## config.mk

```make
export PLATFORM = sky130hd
export DESIGN_NAME = string_table_stream_parser
export DESIGN_NICKNAME = d
export VERILOG_FILES = /design/src/rtl/core/stsp_pkg.sv /design/src/rtl/core/string_table_stream_parser.sv
export SDC_FILE = /design/constraint.sdc
export NUM_CORES = 1
export LEC_CHECK = 0
export ABC_AREA = 1
export BUFFER_PORTS_ARGS = -buffer_cell sky130_fd_sc_hd__clkbuf_2
export CORE_AREA = 3 3 190 192
export CTS_BUF_LIST = sky130_fd_sc_hd__clkbuf_4 sky130_fd_sc_hd__clkbuf_8
export CTS_CLUSTER_SIZE = 14
export DETAILED_ROUTE_END_ITERATION = 12
export DIE_AREA = 0 0 193 195
export GPL_ROUTABILITY_DRIVEN = 1
export PLACE_DENSITY = 0.69
export SLEW_MARGIN = 30
export SYNTH_ARGS = -nofsm -noshare
export SYNTH_HDL_FRONTEND = slang
export SYNTH_SLANG_ARGS = --single-unit
```

## constraint.sdc

```tcl
create_clock -name clk_i -period 10.02 [get_ports clk_i]
set_input_delay 2.004 -clock clk_i [delete_from_list [all_inputs] [get_ports clk_i]]
set_output_delay 2.004 -clock clk_i [all_outputs]
set_load 0.01 [all_outputs]
```

## src/rtl/core/stsp_pkg.sv

```systemverilog
`default_nettype none

package stsp_pkg;

  // file constants, little-endian words
  localparam logic [31:0] MagicWord = 32'h4353_4620;
  localparam logic [31:0] LabelTag  = 32'h4C42_4C20;
  localparam logic [31:0] WrtsTag   = 32'h5354_5257;

  // result kinds
  localparam logic [3:0] KindVersion   = 4'd0;
  localparam logic [3:0] KindLabelCnt  = 4'd1;
  localparam logic [3:0] KindLanguage  = 4'd2;
  localparam logic [3:0] KindLabelHdr  = 4'd3;
  localparam logic [3:0] KindLabelChar = 4'd4;
  localparam logic [3:0] KindPairHdr   = 4'd5;
  localparam logic [3:0] KindValueByte = 4'd6;
  localparam logic [3:0] KindExtraHdr  = 4'd7;
  localparam logic [3:0] KindExtraByte = 4'd8;
  localparam logic [3:0] KindError     = 4'd9;

  // error codes
  localparam logic [31:0] ErrMagic     = 32'd0;
  localparam logic [31:0] ErrTag       = 32'd1;
  localparam logic [31:0] ErrLength    = 32'd2;
  localparam logic [31:0] ErrTruncated = 32'd3;

  typedef enum logic [15:0] {
    PH_MAGIC   = 16'h0001,
    PH_VERSION = 16'h0002,
    PH_COUNT   = 16'h0004,
    PH_SKIP1   = 16'h0008,
    PH_SKIP2   = 16'h0010,
    PH_LANG    = 16'h0020,
    PH_LTAG    = 16'h0040,
    PH_NPAIRS  = 16'h0080,
    PH_NAMELEN = 16'h0100,
    PH_NAME    = 16'h0200,
    PH_PTAG    = 16'h0400,
    PH_VALLEN  = 16'h0800,
    PH_VALUE   = 16'h1000,
    PH_EXLEN   = 16'h2000,
    PH_EXTRA   = 16'h4000,
    PH_DONE    = 16'h8000
  } phase_e;

  typedef struct packed {
    logic [7:0] data_byte;
    logic       file_last;
  } in_item_t;

  typedef struct packed {
    logic [3:0]  kind;
    logic [31:0] word;
    logic [30:0] str_length;
    logic        has_extra;
    logic        ends_string;
    logic        ends_pair;
    logic        ends_label;
    logic        ends_file;
  } out_item_t;

endpackage

`default_nettype wire

```

## src/rtl/core/string_table_stream_parser.sv

```systemverilog
`default_nettype none

// channel   direction  handshake                     payload
// input     in         in_valid_i / in_stall_o       stsp_pkg::in_item_t  (one file byte)
// output    out        out_valid_o / out_stall_i     stsp_pkg::out_item_t (zero or one per byte)
//
// one byte per cycle while no result stalls; path: input register, parse step, result register
// the rate is set by the single parse step between the input register and the result register
// rst_ni clears the parser to wait for the magic word, all counters to zero
// a stalled result holds the pipeline: the result register and a filled input register stop together
// a file_last byte restarts the parser after its own result

module string_table_stream_parser (
  input  wire logic                clk_i,
  input  wire logic                rst_ni,
  input  wire logic                in_valid_i,
  input  wire stsp_pkg::in_item_t  in_data_i,
  output logic                     in_stall_o,
  output logic                     out_valid_o,
  output stsp_pkg::out_item_t      out_data_o,
  input  wire logic                out_stall_i
);

  // input register
  logic               in_valid_q;
  stsp_pkg::in_item_t in_q;

  // result register
  logic                out_valid_q;
  stsp_pkg::out_item_t out_q;

  // parser state; an error parks the parser in the done phase until file_last
  stsp_pkg::phase_e phase_q, phase_d;
  logic [1:0]       biw_q, biw_d;
  logic [31:0]      acc_q, acc_d;
  logic [30:0]      labels_q, labels_d;
  logic [30:0]      pairs_q, pairs_d;
  logic [31:0]      bytes_q, bytes_d;
  logic             extra_q, extra_d;

  logic                adv;
  logic                fire;
  stsp_pkg::out_item_t res;
  logic                res_valid;
  logic [31:0]         w;
  logic [31:0]         bytes_dec;
  logic [30:0]         pairs_dec;
  logic [30:0]         labels_dec;
  logic                ev_after_name;
  logic                ev_close_pair;
  logic                ev_close_label;

  // the result register can take a new value
  assign adv        = !out_valid_q || !out_stall_i;
  assign fire       = in_valid_q && adv;
  assign in_stall_o = in_valid_q && !adv;

  assign out_valid_o = out_valid_q;
  assign out_data_o  = out_q;

  always_comb begin
    phase_d        = phase_q;
    biw_d          = biw_q;
    acc_d          = acc_q;
    labels_d       = labels_q;
    pairs_d        = pairs_q;
    bytes_d        = bytes_q;
    extra_d        = extra_q;
    res            = '0;
    res_valid      = 1'b0;
    ev_after_name  = 1'b0;
    ev_close_pair  = 1'b0;
    ev_close_label = 1'b0;

    // word assembled so far including this byte
    w          = acc_q | ({24'd0, in_q.data_byte} << {biw_q, 3'b000});
    bytes_dec  = bytes_q - 32'd1;
    pairs_dec  = pairs_q - 31'd1;
    labels_dec = labels_q - 31'd1;

    if (phase_q inside {stsp_pkg::PH_NAME, stsp_pkg::PH_VALUE, stsp_pkg::PH_EXTRA}) begin
      // string body bytes
      bytes_d   = bytes_dec;
      res_valid = 1'b1;
      case (phase_q)
        stsp_pkg::PH_NAME: begin
          res.kind = stsp_pkg::KindLabelChar;
          // fold ascii upper case to lower case
          res.word = {24'd0, (in_q.data_byte inside {[8'h41:8'h5A]}) ?
                             (in_q.data_byte + 8'h20) : in_q.data_byte};
          if (bytes_dec == 32'd0) ev_after_name = 1'b1;
        end
        stsp_pkg::PH_VALUE: begin
          res.kind = stsp_pkg::KindValueByte;
          res.word = {24'd0, ~in_q.data_byte};
          if (bytes_dec == 32'd0) begin
            if (extra_q) begin
              res.ends_string = 1'b1;
              phase_d         = stsp_pkg::PH_EXLEN;
            end else begin
              ev_close_pair = 1'b1;
            end
          end
        end
        default: begin
          res.kind = stsp_pkg::KindExtraByte;
          res.word = {24'd0, in_q.data_byte};
          if (bytes_dec == 32'd0) ev_close_pair = 1'b1;
        end
      endcase
    end else if (phase_q != stsp_pkg::PH_DONE) begin
      // header words, little-endian
      acc_d = w;
      biw_d = biw_q + 2'd1;
      if (biw_q == 2'd3) begin
        acc_d = '0;
        case (phase_q)
          stsp_pkg::PH_MAGIC: begin
            if (w != stsp_pkg::MagicWord) begin
              res_valid = 1'b1;
              res.kind  = stsp_pkg::KindError;
              res.word  = stsp_pkg::ErrMagic;
              phase_d   = stsp_pkg::PH_DONE;
            end else begin
              phase_d = stsp_pkg::PH_VERSION;
            end
          end
          stsp_pkg::PH_VERSION: begin
            res_valid = 1'b1;
            res.kind  = stsp_pkg::KindVersion;
            res.word  = w;
            phase_d   = stsp_pkg::PH_COUNT;
          end
          stsp_pkg::PH_COUNT: begin
            res_valid = 1'b1;
            res.kind  = stsp_pkg::KindLabelCnt;
            res.word  = w;
            // negative count means no labels
            labels_d  = w[31] ? 31'd0 : w[30:0];
            phase_d   = stsp_pkg::PH_SKIP1;
          end
          stsp_pkg::PH_SKIP1: phase_d = stsp_pkg::PH_SKIP2;
          stsp_pkg::PH_SKIP2: phase_d = stsp_pkg::PH_LANG;
          stsp_pkg::PH_LANG: begin
            res_valid = 1'b1;
            res.kind  = stsp_pkg::KindLanguage;
            res.word  = w;
            if (labels_q == 31'd0) begin
              res.ends_file = 1'b1;
              phase_d       = stsp_pkg::PH_DONE;
            end else begin
              phase_d = stsp_pkg::PH_LTAG;
            end
          end
          stsp_pkg::PH_LTAG: begin
            if (w != stsp_pkg::LabelTag) begin
              res_valid = 1'b1;
              res.kind  = stsp_pkg::KindError;
              res.word  = stsp_pkg::ErrTag;
              phase_d   = stsp_pkg::PH_DONE;
            end else begin
              phase_d = stsp_pkg::PH_NPAIRS;
            end
          end
          stsp_pkg::PH_NPAIRS: begin
            if (w[31]) begin
              res_valid = 1'b1;
              res.kind  = stsp_pkg::KindError;
              res.word  = stsp_pkg::ErrLength;
              phase_d   = stsp_pkg::PH_DONE;
            end else begin
              pairs_d = w[30:0];
              phase_d = stsp_pkg::PH_NAMELEN;
            end
          end
          stsp_pkg::PH_NAMELEN: begin
            res_valid = 1'b1;
            if (w[31]) begin
              res.kind = stsp_pkg::KindError;
              res.word = stsp_pkg::ErrLength;
              phase_d  = stsp_pkg::PH_DONE;
            end else begin
              res.kind       = stsp_pkg::KindLabelHdr;
              res.word       = {1'b0, pairs_q};
              res.str_length = w[30:0];
              bytes_d        = w;
              if (w == 32'd0) ev_after_name = 1'b1;
              else            phase_d = stsp_pkg::PH_NAME;
            end
          end
          stsp_pkg::PH_PTAG: begin
            // tag parked in the byte counter until the length arrives
            extra_d = (w == stsp_pkg::WrtsTag);
            bytes_d = w;
            phase_d = stsp_pkg::PH_VALLEN;
          end
          stsp_pkg::PH_VALLEN: begin
            res_valid = 1'b1;
            if (w[31]) begin
              res.kind = stsp_pkg::KindError;
              res.word = stsp_pkg::ErrLength;
              phase_d  = stsp_pkg::PH_DONE;
            end else begin
              res.kind       = stsp_pkg::KindPairHdr;
              res.word       = bytes_q;
              res.str_length = w[30:0];
              res.has_extra  = extra_q;
              // utf-16 units to bytes
              bytes_d        = {w[30:0], 1'b0};
              if (w == 32'd0) begin
                if (extra_q) begin
                  res.ends_string = 1'b1;
                  phase_d         = stsp_pkg::PH_EXLEN;
                end else begin
                  ev_close_pair = 1'b1;
                end
              end else begin
                phase_d = stsp_pkg::PH_VALUE;
              end
            end
          end
          stsp_pkg::PH_EXLEN: begin
            res_valid = 1'b1;
            if (w[31]) begin
              res.kind = stsp_pkg::KindError;
              res.word = stsp_pkg::ErrLength;
              phase_d  = stsp_pkg::PH_DONE;
            end else begin
              res.kind       = stsp_pkg::KindExtraHdr;
              res.str_length = w[30:0];
              bytes_d        = w;
              if (w == 32'd0) ev_close_pair = 1'b1;
              else            phase_d = stsp_pkg::PH_EXTRA;
            end
          end
          default: phase_d = phase_q;
        endcase
      end
    end

    // closing of strings, pairs and labels
    if (ev_close_pair) begin
      res.ends_string = 1'b1;
      res.ends_pair   = 1'b1;
      pairs_d         = pairs_dec;
      if (pairs_dec == 31'd0) ev_close_label = 1'b1;
      else                    phase_d = stsp_pkg::PH_PTAG;
    end
    if (ev_after_name) begin
      res.ends_string = 1'b1;
      if (pairs_q == 31'd0) ev_close_label = 1'b1;
      else                  phase_d = stsp_pkg::PH_PTAG;
    end
    if (ev_close_label) begin
      res.ends_label = 1'b1;
      labels_d       = labels_dec;
      if (labels_dec == 31'd0) begin
        res.ends_file = 1'b1;
        phase_d       = stsp_pkg::PH_DONE;
      end else begin
        phase_d = stsp_pkg::PH_LTAG;
      end
    end

    // end of file: truncation error unless finished or failed, then restart
    if (in_q.file_last) begin
      if (phase_d != stsp_pkg::PH_DONE) begin
        res       = '0;
        res_valid = 1'b1;
        res.kind  = stsp_pkg::KindError;
        res.word  = stsp_pkg::ErrTruncated;
      end
      phase_d  = stsp_pkg::PH_MAGIC;
      biw_d    = '0;
      acc_d    = '0;
      labels_d = '0;
      pairs_d  = '0;
      bytes_d  = '0;
      extra_d  = 1'b0;
    end
  end

  // input register
  always_ff @(posedge clk_i or negedge rst_ni) begin
    if (!rst_ni) begin
      in_valid_q <= 1'b0;
    end else if (!in_stall_o) begin
      in_valid_q <= in_valid_i;
    end
  end

  always_ff @(posedge clk_i) begin
    if (!in_stall_o && in_valid_i) begin
      in_q <= in_data_i;
    end
  end

  // parser state
  always_ff @(posedge clk_i or negedge rst_ni) begin
    if (!rst_ni) begin
      phase_q  <= stsp_pkg::PH_MAGIC;
      biw_q    <= '0;
      acc_q    <= '0;
      labels_q <= '0;
      pairs_q  <= '0;
      bytes_q  <= '0;
      extra_q  <= 1'b0;
    end else if (fire) begin
      phase_q  <= phase_d;
      biw_q    <= biw_d;
      acc_q    <= acc_d;
      labels_q <= labels_d;
      pairs_q  <= pairs_d;
      bytes_q  <= bytes_d;
      extra_q  <= extra_d;
    end
  end

  // result register
  always_ff @(posedge clk_i or negedge rst_ni) begin
    if (!rst_ni) begin
      out_valid_q <= 1'b0;
    end else if (adv) begin
      out_valid_q <= fire && res_valid;
    end
  end

  always_ff @(posedge clk_i) begin
    if (fire && res_valid) begin
      out_q <= res;
    end
  end

  // a closed pair always closes its string
  assert property (@(posedge clk_i) disable iff (!rst_ni)
    out_valid_q && out_q.ends_pair |-> out_q.ends_string)
    else $error("pair closed without closing its string");

  // the file ends only on a label close or on the language word
  assert property (@(posedge clk_i) disable iff (!rst_ni)
    out_valid_q && out_q.ends_file |->
      (out_q.ends_label || out_q.kind == stsp_pkg::KindLanguage))
    else $error("file end on unexpected result");

  // no word is half assembled while inside a string or after the end
  assert property (@(posedge clk_i) disable iff (!rst_ni)
    (phase_q == stsp_pkg::PH_NAME || phase_q == stsp_pkg::PH_VALUE ||
     phase_q == stsp_pkg::PH_EXTRA || phase_q == stsp_pkg::PH_DONE) |-> biw_q == 2'd0)
    else $error("byte position not aligned in a string phase");

  // input is only held back by a waiting result
  assert property (@(posedge clk_i) disable iff (!rst_ni)
    in_stall_o |-> out_valid_q && out_stall_i)
    else $error("input stalled without a stalled result");

  // error results carry no length and no close flags
  assert property (@(posedge clk_i) disable iff (!rst_ni)
    out_valid_q && out_q.kind == stsp_pkg::KindError |->
      out_q.str_length == '0 && !out_q.ends_string && !out_q.ends_file)
    else $error("error result with stray fields");

endmodule

`default_nettype wire

```

======== Word-level counts from Yosys, hierarchy flattened ========
Index checks and enable logic that the tools add are counted.
cells by class
  add/subtract/negate cells ............... 5
  order comparisons ....................... 2
  eq/ne operators ......................... 27
  shifts and indexed selects .............. 1
  mux-type cells .......................... 120
  bitwise gates (word level) .............. 2
  reduce and logical (&&, ||, !) cells .... 36
operators by type and width
  operator                                                                   number
  31-bit two-way mux                                                         14
  16-bit two-way mux                                                         23
  32-bit two-way mux                                                         11
  36-bit one-hot mux with 9 select lines                                     1
  36-bit two-way mux                                                         6
  16-bit one-hot mux with 12 select lines                                    1
  72-bit two-way mux                                                         2
  69-bit two-way mux                                                         2
  31-bit zero test                                                           4
  32-bit one-hot mux with 3 select lines                                     1
  36-bit one-hot mux with 2 select lines                                     1
  32-bit zero test                                                           2
  32-bit by 31-bit inequality test with 1-bit output, second input constant  2
  31-bit one-hot mux with 2 select lines                                     1
  31-bit by 1-bit subtractor with 31-bit output, second input constant       2
  1-bit two-way mux                                                          44
  33-bit two-way mux                                                         1
  32-bit by 31-bit == test with 1-bit output, second input constant          1
  16-bit inequality test, second input constant                              2
  32-bit bitwise OR                                                          1
  8-bit by 5-bit left shift with 32-bit output                               1
  32-bit by 1-bit subtractor with 32-bit output, second input constant       1
  3-bit nonzero test                                                         9
  16-bit by 1-bit == test with 1-bit output, second input constant           1
  40 further kinds                                                           59
storage, ports and cells
  bits in registers ....................... 228
  output and inout bits ................... 74
  word-level logic and storage cells ...... 212

======== Depth between registers and ports, before layout ========
Gate-level depths: netlist (run 1).
  word-level depth ........................ 18
  mapped depth ............................ 26
  depth with buffers taken out ............ 26

======== Least setup slack after synthesis (run 1) ========
OpenSTA, ideal clock, no wires.
  kind .................................... input port to flip-flop
  start point ............................. input port out_stall_i
  end point ............................... register out_q (netlist bit out_data_o[0]), enable pin
  library setup time ...................... 426 ps
  data arrival time ....................... 4035 ps
  setup slack ............................. 5559 ps
  cell stages on the path ................. 6
  buffers on the path ..................... 1
  path through ............................ nand2_1 -> nand2_1 -> inv_1 -> clkbuf_1 -> nand2_1 -> inv_1
between the ends
  cells in the longest elaborated chain, start to end .. 4
RTL lines
  element                 line                               text
  start: declaration      string_table_stream_parser.sv:21   input wire logic out_stall_i
  1-bit zero test         string_table_stream_parser.sv:54   assign adv = !out_valid_q || !out_stall_i;
  1-bit logical OR        string_table_stream_parser.sv:54
  1-bit logical AND       string_table_stream_parser.sv:55   assign fire = in_valid_q && adv;
  1-bit logical AND       string_table_stream_parser.sv:329  if (fire && res_valid) begin
  end signal: assignment  string_table_stream_parser.sv:330  out_q <= res;
  end: declaration        string_table_stream_parser.sv:30   stsp_pkg::out_item_t out_q;
Every way passes these cells.
A chain may end at the register's enable or synchronous reset.

======== Worst setup path after layout (run 1) ========
  start point ............................. register biw_q[0]
  end point ............................... register out_q (netlist bit out_data_o[9]), enable pin
between the ends
  cells in the longest elaborated chain, start to end .. 18
  elaborated cells between the ends (all ways) .. 50
  those cells by class .................... eq/ne: 4; shift: 1; mux: 42; bitwise: 1; reduce/logical: 2
RTL lines
  element                                       line                                                                                                     text
  start: declaration                            string_table_stream_parser.sv:34                                                                         logic [1:0] biw_q, biw_d;
  start signal: assignment                      string_table_stream_parser.sv:310                                                                        biw_q <= biw_d;
  8-bit by 5-bit left shift with 32-bit output  string_table_stream_parser.sv:76                                                                         w = acc_q | ({24'd0, in_q.data_byte} << {biw_q, 3'b000});
  32-bit bitwise OR                             string_table_stream_parser.sv:76
  32-bit zero test                              string_table_stream_parser.sv:187, string_table_stream_parser.sv:210, string_table_stream_parser.sv:232
  16-bit two-way mux, on equally long branches  string_table_stream_parser.sv:232, string_table_stream_parser.sv:187, string_table_stream_parser.sv:210
  16-bit two-way mux, on equally long branches  string_table_stream_parser.sv:224, string_table_stream_parser.sv:178, string_table_stream_parser.sv:199
  16-bit one-hot mux with 12 select lines       string_table_stream_parser.sv:117                                                                        case (phase_q)
  16-bit two-way mux                            string_table_stream_parser.sv:115                                                                        if (biw_q == 2'd3) begin
  16-bit two-way mux                            string_table_stream_parser.sv:111                                                                        end else if (phase_q != stsp_pkg::PH_DONE) begin
  [... 2 more ...]                              --
  16-bit two-way mux                            string_table_stream_parser.sv:242                                                                        if (ev_close_pair) begin
  16-bit two-way mux                            string_table_stream_parser.sv:251                                                                        if (pairs_q == 31'd0) ev_close_label = 1'b1;
  16-bit two-way mux                            string_table_stream_parser.sv:249                                                                        if (ev_after_name) begin
  16-bit two-way mux                            string_table_stream_parser.sv:254                                                                        if (ev_close_label) begin
  16-bit inequality test                        string_table_stream_parser.sv:267                                                                        if (phase_d != stsp_pkg::PH_DONE) begin
  1-bit two-way mux                             string_table_stream_parser.sv:267
  1-bit two-way mux (*)                         string_table_stream_parser.sv:266                                                                        if (in_q.file_last) begin
  1-bit logical AND (*)                         string_table_stream_parser.sv:329
Mark *: on every way between the ends. The rest lies on a longest branch, timed or not.

==> run summary, run 1 <==
The sequential-to-total area share from yosys stat is 0.394. The worst pin sits at a relative slew slack of 0.329. Between clock sinks in the finished design, the worst skew comes to between 20 and 30 ps.

For this block, the routed nets add up to about 60,000 um of wire. The number of register bits inferred by synthesis is 228. For this run, asynchronously set or reset flops after synthesis account for 0.645. For this run, the total global-route usage over all layers was measured as 0.321. Using the TritonRoute via totals, the vias-per-cell ratio works out to approximately 5.9.

The number of filler instances in the final layout came out at 3,566. The die area came out at roughly 38,000 sq um. The switching power of the nets came out at around 2.4 mW. The run finished with clean final reports.

The initial antenna violation count came to 1. The synthesis-to-layout area growth came out at 10.7%. In this run the vertical extent of the chip is between 150 and 200 um.

The worst register-to-register path ends at out_data_o[9]. For the pin with the worst max-slew slack, the measured transition is about 1000 ps. The count of cells along the worst hold path came out at 2. Of the total power, the clock network draws 0.222. The number of ports placed on the die boundary came out at 87. For the worst flop-to-flop path, the logic depth is 21. The area of the core is 34,500 sq um. The global-route wire length before repair is 91,400 um.

The internal cell power is about 2.4 mW. The routed length per placed instance is about 22 um. The maximum fanout count along the critical path is 46.

After routing, the total negative slack on setup checks comes to 0 ps. The endpoint with the worst hold slack is pairs_q[30]. The fmax came out at 161 MHz. TritonCTS built the clock tree. At the end of routability-driven placement, the weighted congestion stood at around 1.0.

In this design, the stage delay of the slowest critical-path cell is a little over 900 ps. The synthesized net count is approximately 2,200. Max-cap violations in this run came to 0.

In the final layout, the share of cells above drive strength 1 is 0.131. The critical path goes through nand3_1 -> nand2_1 -> clkinv_1 -> nand4_1 -> nor2_1 -> nand2_1 -> nor2_4 -> nand3_2 -> a21boi_2 -> nand2_2 -> inv_4 -> nor2_4 -> nand3_1 -> nand2_1 -> nor2_1 -> nand3_1 -> nand2_4 -> nand2_1 -> nand2_1 -> clkinv_2 -> buf_4. The cell area after technology mapping came out at 15,500 sq um. The data required time of the worst path is approximately 10,000 ps.

The final-report hold violation count is 0. The H-tree was split into 2 levels. The clock root buffer is sky130_fd_sc_hd__clkbuf_8. The worst endpoint data arrival time came out at 6460 ps.

The initial utilization of the core area, before any placement, comes to 0.449. Of the total power, registers draw 0.278. In this run the critical register-to-register path is launched from biw_q[0].

The register cell area after layout is approximately 6100 sq um. The hold buffer count at CTS came out at 0. The net switching fraction of the power came out at 0.500. The antenna diode count came out at 0. The via count of the first global-routing pass came out at 14,900. Yosys mapped a number of flops with a built-in enable equal to 81.

During synthesis, Yosys emitted a total of 0 warnings. The post-CTS setup-driven buffer insertion count is 0. The mean area per synthesized cell came out at approximately 7.1 sq um. After detailed routing, the number of remaining DRC violations is 0. The clock insertion delay at the later pin of the skew report came out at between 600 and 700 ps. The largest net degree at the start of global routing came out at between 90 and 100.

The startpoint of the lowest-slack hold path is pairs_q[30]. The hold slack is between 500 and 600 ps. Summed over all layers, the global routing overflow is 0. The total setup violations reported at the end of the flow is 0.

The number of pins with negative max-slew slack in the final report is 0. Leaving out fill and tap cells, the most frequent cells in the layout are 487 x sky130_fd_sc_hd__nand2_1, 255 x sky130_fd_sc_hd__nor2_1, 238 x sky130_fd_sc_hd__inv_1. IR analysis of the VDD net gives a maximum drop of 0.186 mV. Together, buffers and inverters on the worst path number 4. The number of clock sinks seen by CTS came out at approximately 230. The port buffer count is between 80 and 90.

The static leakage is between 7 and 8 nW. The share of the clock period used by the worst path after layout is 0.621. The cell that appears most often on the critical path is sky130_fd_sc_hd__nand2_1. Among all stages on the critical path, the largest delay is contributed by sky130_fd_sc_hd__clkinv_1. The combinational cell fraction of total power came out at 0.500. The count of different cell masters after synthesis is 57. The category of cells accounting for the largest share of critical-path delay is simple AND/OR/NAND/NOR gates. The count of nets left with antenna violations once routing finished came out at 0.

The library cell used most frequently in the layout, excluding fill and tap cells, is sky130_fd_sc_hd__nand2_1. The number of violations reported at the end of detailed-routing iteration 0 came out at about 2,200. Setup repair after global routing left no endpoint under its margin. The placement row count came out at roughly 70. For this run, the detailed router's first-pass iteration total came to 6. The most used flip-flop cell after synthesis is sky130_fd_sc_hd__dfrtp_1. The worst setup path is of the flop to flop kind. Clock-pin slew was measured on the worst setup and hold paths at about 60 ps. The combined area of the multi-input logic cells is between 7000 and 8000 sq um. The number of cells on the critical path is 21. STA classifies the critical path startpoint as a flop. The detailed-route via count is 16,000.

The kind of end point of the critical path is a flop. In this run, post-CTS repair resized a total of 0 instances. The final net count came out at around 2,300. The horizontal extent of the die is approximately 190 um. The maximum clock insertion buffer count is 3. The startpoint of the worst setup timing path is biw_q[0]. The power density over the cells is 280 nW/um^2.

The path class of the lowest-slack min-delay path is flop to flop. Detailed placement ended at an HPWL of between 40,000 and 50,000 um. The worst reg-to-reg setup slack is 3800 ps. The worst path in the final design needs a cycle of between 6000 and 7000 ps, including I/O delays and setup. TritonCTS created 43 clock buffers. Synthesis produced a netlist whose cell count is between 2,000 and 2,500.
[kinds of logic (layout without fill, tap and decap cells)]
family                     Yosys count  after routing  share of synthesized area
muxes                                1              1                   0.000645
xor gates and xnor gates            39             39                     0.0220
DFF                                228            228                      0.394
and+or+nand+nor                   1121           1121                      0.321
buffers and inverters              352            435                     0.0916
AOI/OAI and AO/OA                  439            439                      0.164
adders and majority gates            9              9                    0.00726
[worst min-delay path: cells and delay by family (launching register included)]
kind            cells  cell delay [ps]
compound gates      1               60
flops               1              360
simple gates        1               60
[per-layer routing]
metal  share of wire  vias to the layer above  global-route usage
met3            0.12                      135              0.0944
met4           0.040                        2               0.121
met1            0.42                     7582               0.457
met2            0.42                      886               0.461
li1                -                     7442                   -
met5         0.00028                        -                   0
[synth_stat cells (12+ instances only)]
cell type | count | area, sq um
sky130_fd_sc_hd__nor3_1 | 33 | 165
sky130_fd_sc_hd__nand2_2 | 18 | 113
sky130_fd_sc_hd__a21oi_1 | 90 | 450
sky130_fd_sc_hd__dfrtp_1 | 146 | 3650
sky130_fd_sc_hd__o211ai_1 | 33 | 248
sky130_fd_sc_hd__inv_2 | 12 | 45.0
sky130_fd_sc_hd__nor2_1 | 256 | 961
sky130_fd_sc_hd__edfxtp_1 | 81 | 2430
sky130_fd_sc_hd__o22ai_1 | 42 | 263
sky130_fd_sc_hd__o21ai_1 | 15 | 75.1
sky130_fd_sc_hd__o21ai_0 | 196 | 981
sky130_fd_sc_hd__nand3_1 | 183 | 916
sky130_fd_sc_hd__nand2_1 | 487 | 1830
sky130_fd_sc_hd__clkbuf_1 | 72 | 270
sky130_fd_sc_hd__xor2_1 | 39 | 342
sky130_fd_sc_hd__nor2_2 | 67 | 419
sky130_fd_sc_hd__inv_1 | 240 | 901
sky130_fd_sc_hd__nand4_1 | 48 | 300
[power by group through the flow]
| stage | registers, mW | logic [mW] | clock network [mW] |
|---|---|---|---|
| final | 1.33 | 2.40 | 1.07 |
| after global routing | 1.35 | 2.65 | 1.12 |
| after CTS | 1.33 | 2.32 | 1.08 |
| after detailed placement | 1.34 | 2.31 | 0 |
| after global placement | 1.34 | 2.31 | 0 |
| after floorplan | 1.28 | 1.60 | 0 |
[state kept, by name (all words and copies together), names as in the netlist]
signal and cells:
in_valid_q 1, in_q 9, bytes_q 32, out_valid_o 1, labels_q 31, out_data_o 72
acc_q 32, pairs_q 31, extra_q 1, phase_q 16, biw_q 2
[per-stage QoR]
step | cells | power [mW] | setup slack (ps) | utilization | cell area, sq um
floorplan | 2189 | 2.89 | 5560 | - | 15500
global placement | 2648 | 3.65 | 4120 | 0.468 | 16200
detailed placement | 2648 | 3.65 | 4020 | 0.469 | 16200
CTS | 2727 | 4.74 | 3960 | 0.497 | 17200
global route | 2727 | 5.12 | 3330 | 0.497 | 17200
finish | 2727 | 4.80 | 3800 | 0.497 | 17200
[how the worst max path moves through the flow]
stage                          end  slack (ps)
floorplan            out_data_o[0]        5560
global placement    out_data_o[13]        4120
detailed placement  out_data_o[14]        4020
CTS                 out_data_o[20]        3960
global route        out_data_o[11]        3330
finish               out_data_o[9]        3800
[cell type report]
| cell class | instances | area share |
|---|---|---|
| Inverter | 256 | 0.0563 |
| Sequential cell | 228 | 0.356 |
| Timing Repair Buffer | 100 | 0.0317 |
| Clock inverter | 20 | 0.0143 |
| Tap cell | 455 | 0.0331 |
| Clock buffer | 59 | 0.0433 |
| Multi-Input combinational cell | 1609 | 0.465 |
No activity file was read; power rests on OpenSTA's default activity.
==> run 2, diff against run 1 <==
--- a/config.mk
+++ b/config.mk
@@ -13,7 +13,7 @@
 export DETAILED_ROUTE_END_ITERATION = 12
 export DIE_AREA = 0 0 193 195
 export GPL_ROUTABILITY_DRIVEN = 1
-export PLACE_DENSITY = 0.69
+export PLACE_DENSITY = 0.72
 export SLEW_MARGIN = 30
 export SYNTH_ARGS = -nofsm -noshare
 export SYNTH_HDL_FRONTEND = slang
==> constraint.sdc (replaced) <==
create_clock -name clk_i -period 5.2 [get_ports clk_i]
set_input_delay 1.04 -clock clk_i [delete_from_list [all_inputs] [get_ports clk_i]]
set_output_delay 1.04 -clock clk_i [all_outputs]
set_load 0.01 [all_outputs]
==> run 2 against run 1 <==
- sequential cell count stayed put
- power up 89%
- hold slack lost 98 ps
- non-clock buffer count is 28 higher
- die area stayed put
- clock skew shrank 5.2 ps
- first-iteration DRC count is 3.9% higher
- register-to-register slack got worse by 3400 ps
- utilization grew 0.35 points
- global-route usage increased by 0.90 points
- count of clock-buffer cells in the layout is the same
- largest power group unchanged
==> run summary, run 2 (same netlist as run 1, synthesis figures left out) <==
The flow ran to the end, and the final reports show no timing, DRC or antenna violations. The path class of the lowest-slack min-delay path is primary input to asynchronous set/reset pin. In the routed design, unresolved DRC markers number 0.

The antenna diode count is 0. The cell area after placement is 16,400 sq um. The fmax is between 200 and 250 MHz.

The number of search-and-repair iterations in the first detailed-routing pass came out at 6. The combinational cell fraction of total power is 0.508. The core occupancy in the finished layout is 0.501. Setup repair after global routing left no endpoint under its margin. In the layout the commonest cells are 487 x sky130_fd_sc_hd__nand2_1, 255 x sky130_fd_sc_hd__nor2_1, 238 x sky130_fd_sc_hd__inv_1. The initial antenna violation count is 0.

The routed length per placed instance is 22.6 um. The number of pins with negative max-slew slack in the final report came out at 0. The via count of the first global-routing pass is between 15,000 and 20,000. The remaining antenna violation count came out at 0. The ratio of routed vias to standard cells is just under 6. The stage delay of the slowest cell on the critical path is between 800 and 900 ps.

The final net count came out at ~2,300. The horizontal extent of the die came out at 193 um. The slack of the critical path is ~430 ps. The global-route wire length before repair is ~94,000 um. The combined area of the multi-input logic cells came out at ~8000 sq um. The share of the clock period used by the worst path after layout came out at 0.917.

The finished layout cell area is approximately 17,000 sq um. The number of violations reported at the end of detailed-routing iteration 0 is around 2,300. The number of filler instances in the final layout came out at about 3,500. The total of max-cap violations came out at 0. The starting density of the core is 0.449.

STA classifies the critical path endpoint as a flop. The cell that appears most often on the critical path is sky130_fd_sc_hd__nand2_1. OpenSTA, run right after detailed placement, puts the worst setup slack at between 150 and 200 ps.

The port buffer count came out at 86. TritonCTS built the clock tree. The maximum clock insertion buffer count came out at 3. The tree is rooted in a sky130_fd_sc_hd__clkbuf_8.

The clock-pin slew on the worst setup and hold paths came out at about 60 ps. The hold buffer count at CTS came out at 0. For the pin with the worst max-slew slack, the measured transition is between 1000 and 1500 ps. The share of power burned in the clock network is 0.209. On the critical path, the stage with the largest delay is an instance of sky130_fd_sc_hd__dfrtp_1. The worst path buffer plus inverter count came out at 3. The detailed router placed 16,400 vias in this run.

The die span in y came out at 195 um. The total routed wirelength is about 62,000 um. The internal cell power came out at 4.45 mW. For the worst-skew pair, the clock arrives at the later sink with an insertion delay of 630 ps. The deepest level of the CTS H-tree is 2. For this design, the sink count on the clock tree is 228. The number of buffers created by CTS is 43.

Summed over all cells, the static leakage comes to roughly 7.7 nW. The area of the core is 34,500 sq um. The initialized floorplan defines around 70 standard-cell rows. The worst endpoint data arrival time came out at 5020 ps.

The data required time of the worst path came out at 5450 ps. The number of ports placed on the die boundary came out at 87. The worst slew slack as a fraction of its limit came out at 0.305.

The type of the worst setup path is flop to flop. The final-report hold violation count is 0. The kind of cell with the highest combined delay along the critical path is simple AND/OR/NAND/NOR gates. Summing all flip-flop and latch instances after layout gives a little over 6000 sq um. The fraction of layout instances using a drive strength above 1 is 0.141. The worst reg-to-reg setup slack came out at 430 ps. Of the total power, registers draw 0.283. Leaving out fill and tap cells, the most frequent cell in the layout is sky130_fd_sc_hd__nand2_1. The detailed placement HPWL is 46,200 um.

The clock arrives with 24.2 ps of skew. The largest net degree at the start of global routing came out at 67. The critical path goes through inv_4 -> nand3_1 -> nand2_1 -> nor2_1 -> nand3_1 -> nor2_1 -> nand2_1 -> nor2_4 -> nand3_2 -> a21boi_2 -> nand3_1 -> nand2_2 -> nand2_1 -> nand4_1 -> nor2_1 -> nand3_1 -> nand2_4 -> nand2_1 -> nand2_1 -> clkinv_2 -> buf_4. The overall power of the completed layout is between 9 and 10 mW. The switching power of the nets is around 4.7 mW. Setup violations remaining at the end of the flow were counted as 0. The flip-flop count of the largest register after layout is slightly above 70.

The shortest period the worst path allows came out at about 4800 ps. The global-route usage over all layers came out at 0.330. Of all nets on the critical path, the largest fanout is 42.

The weighted congestion reported at the end of routability-driven placement came out at between 1 and 1.5. From synthesis to final layout, the design area changed by 11.5%. After routing, the total negative slack on setup checks comes to 0 ps. For this run the aggregate overflow at the end of global routing stands at 0. STA classifies the critical path startpoint as a flop.

Of the total power, the share spent switching nets is 0.511. The power density over the cells is 526 nW/um^2. The die area is 37,600 sq um. The maximum vdd drop came out at approximately 0.34 mV.
run 2: final cells by class:
type | instances | share of cell area
clock buffers | 59 | 0.0430
clock inverters | 21 | 0.00919
inverters | 256 | 0.0561
multi-input cells | 1609 | 0.462
flip-flops and latches | 228 | 0.353
well taps | 455 | 0.0329
repair buffers | 128 | 0.0435
run 2: metal layers:
layer / wire length, um / share of wire / GRT usage / vias up
met5: 0 / 0 / 0 / -
met4: 2210 / 0.035 / 0.121 / 0
met3: 7030 / 0.11 / 0.0871 / 157
met2: 26500 / 0.42 / 0.478 / 980
met1: 26700 / 0.43 / 0.474 / 7778
li1: - / - / - / 7497
run 2: through the flow:
step	cells	hold slack, ps
after floorplan	2189	474
after global placement	2676	495
after detailed placement	2676	515
after CTS	2756	396
after global routing	2756	437
final	2756	416
run 2: timing repair:
item,in CTS,in global routing
resized for setup,0,2
setup endpoints to repair,0,66
setup buffers,0,0
run 2: final timing paths:
| check | from | endpoint | cells past startpoint |
|---|---|---|---|
| max in group asynchronous | rst_ni | biw_q[0] | 2 |
| min in group clk_i | pairs_q[30] | pairs_q[30] | 2 |
| max reg2reg | biw_q[1] | out_data_o[23] | 21 |
| min | rst_ni | bytes_q[11] | 1 |
| min reg2reg | pairs_q[30] | pairs_q[30] | 2 |
| max | biw_q[1] | out_data_o[23] | 21 |
run 2: power by group through the flow:
stage	logic [mW]	registers, mW	clock network (mW)
floorplan	3.09	2.47	0
global placement	4.46	2.58	0
detailed placement	4.46	2.59	0
CTS	4.48	2.56	1.93
global route	5.06	2.61	2.01
finish	4.62	2.58	1.90
run 2: worst reg2reg max path, stage by stage, from the launching register on:
cell and delay [ps]:
sky130_fd_sc_hd__dfrtp_1 830, sky130_fd_sc_hd__inv_4 230, sky130_fd_sc_hd__nand3_1 130, sky130_fd_sc_hd__nand2_1 300
sky130_fd_sc_hd__nor2_1 330, sky130_fd_sc_hd__nand3_1 150, sky130_fd_sc_hd__nor2_1 130, sky130_fd_sc_hd__nand2_1 170
sky130_fd_sc_hd__nor2_4 250, sky130_fd_sc_hd__nand3_2 100, sky130_fd_sc_hd__a21boi_2 200, sky130_fd_sc_hd__nand3_1 120
sky130_fd_sc_hd__nand2_2 140, sky130_fd_sc_hd__nand2_1 100, sky130_fd_sc_hd__nand4_1 100, sky130_fd_sc_hd__nor2_1 50
sky130_fd_sc_hd__nand3_1 100, sky130_fd_sc_hd__nand2_4 160, sky130_fd_sc_hd__nand2_1 120, sky130_fd_sc_hd__nand2_1 80
sky130_fd_sc_hd__clkinv_2 80, sky130_fd_sc_hd__buf_4 470
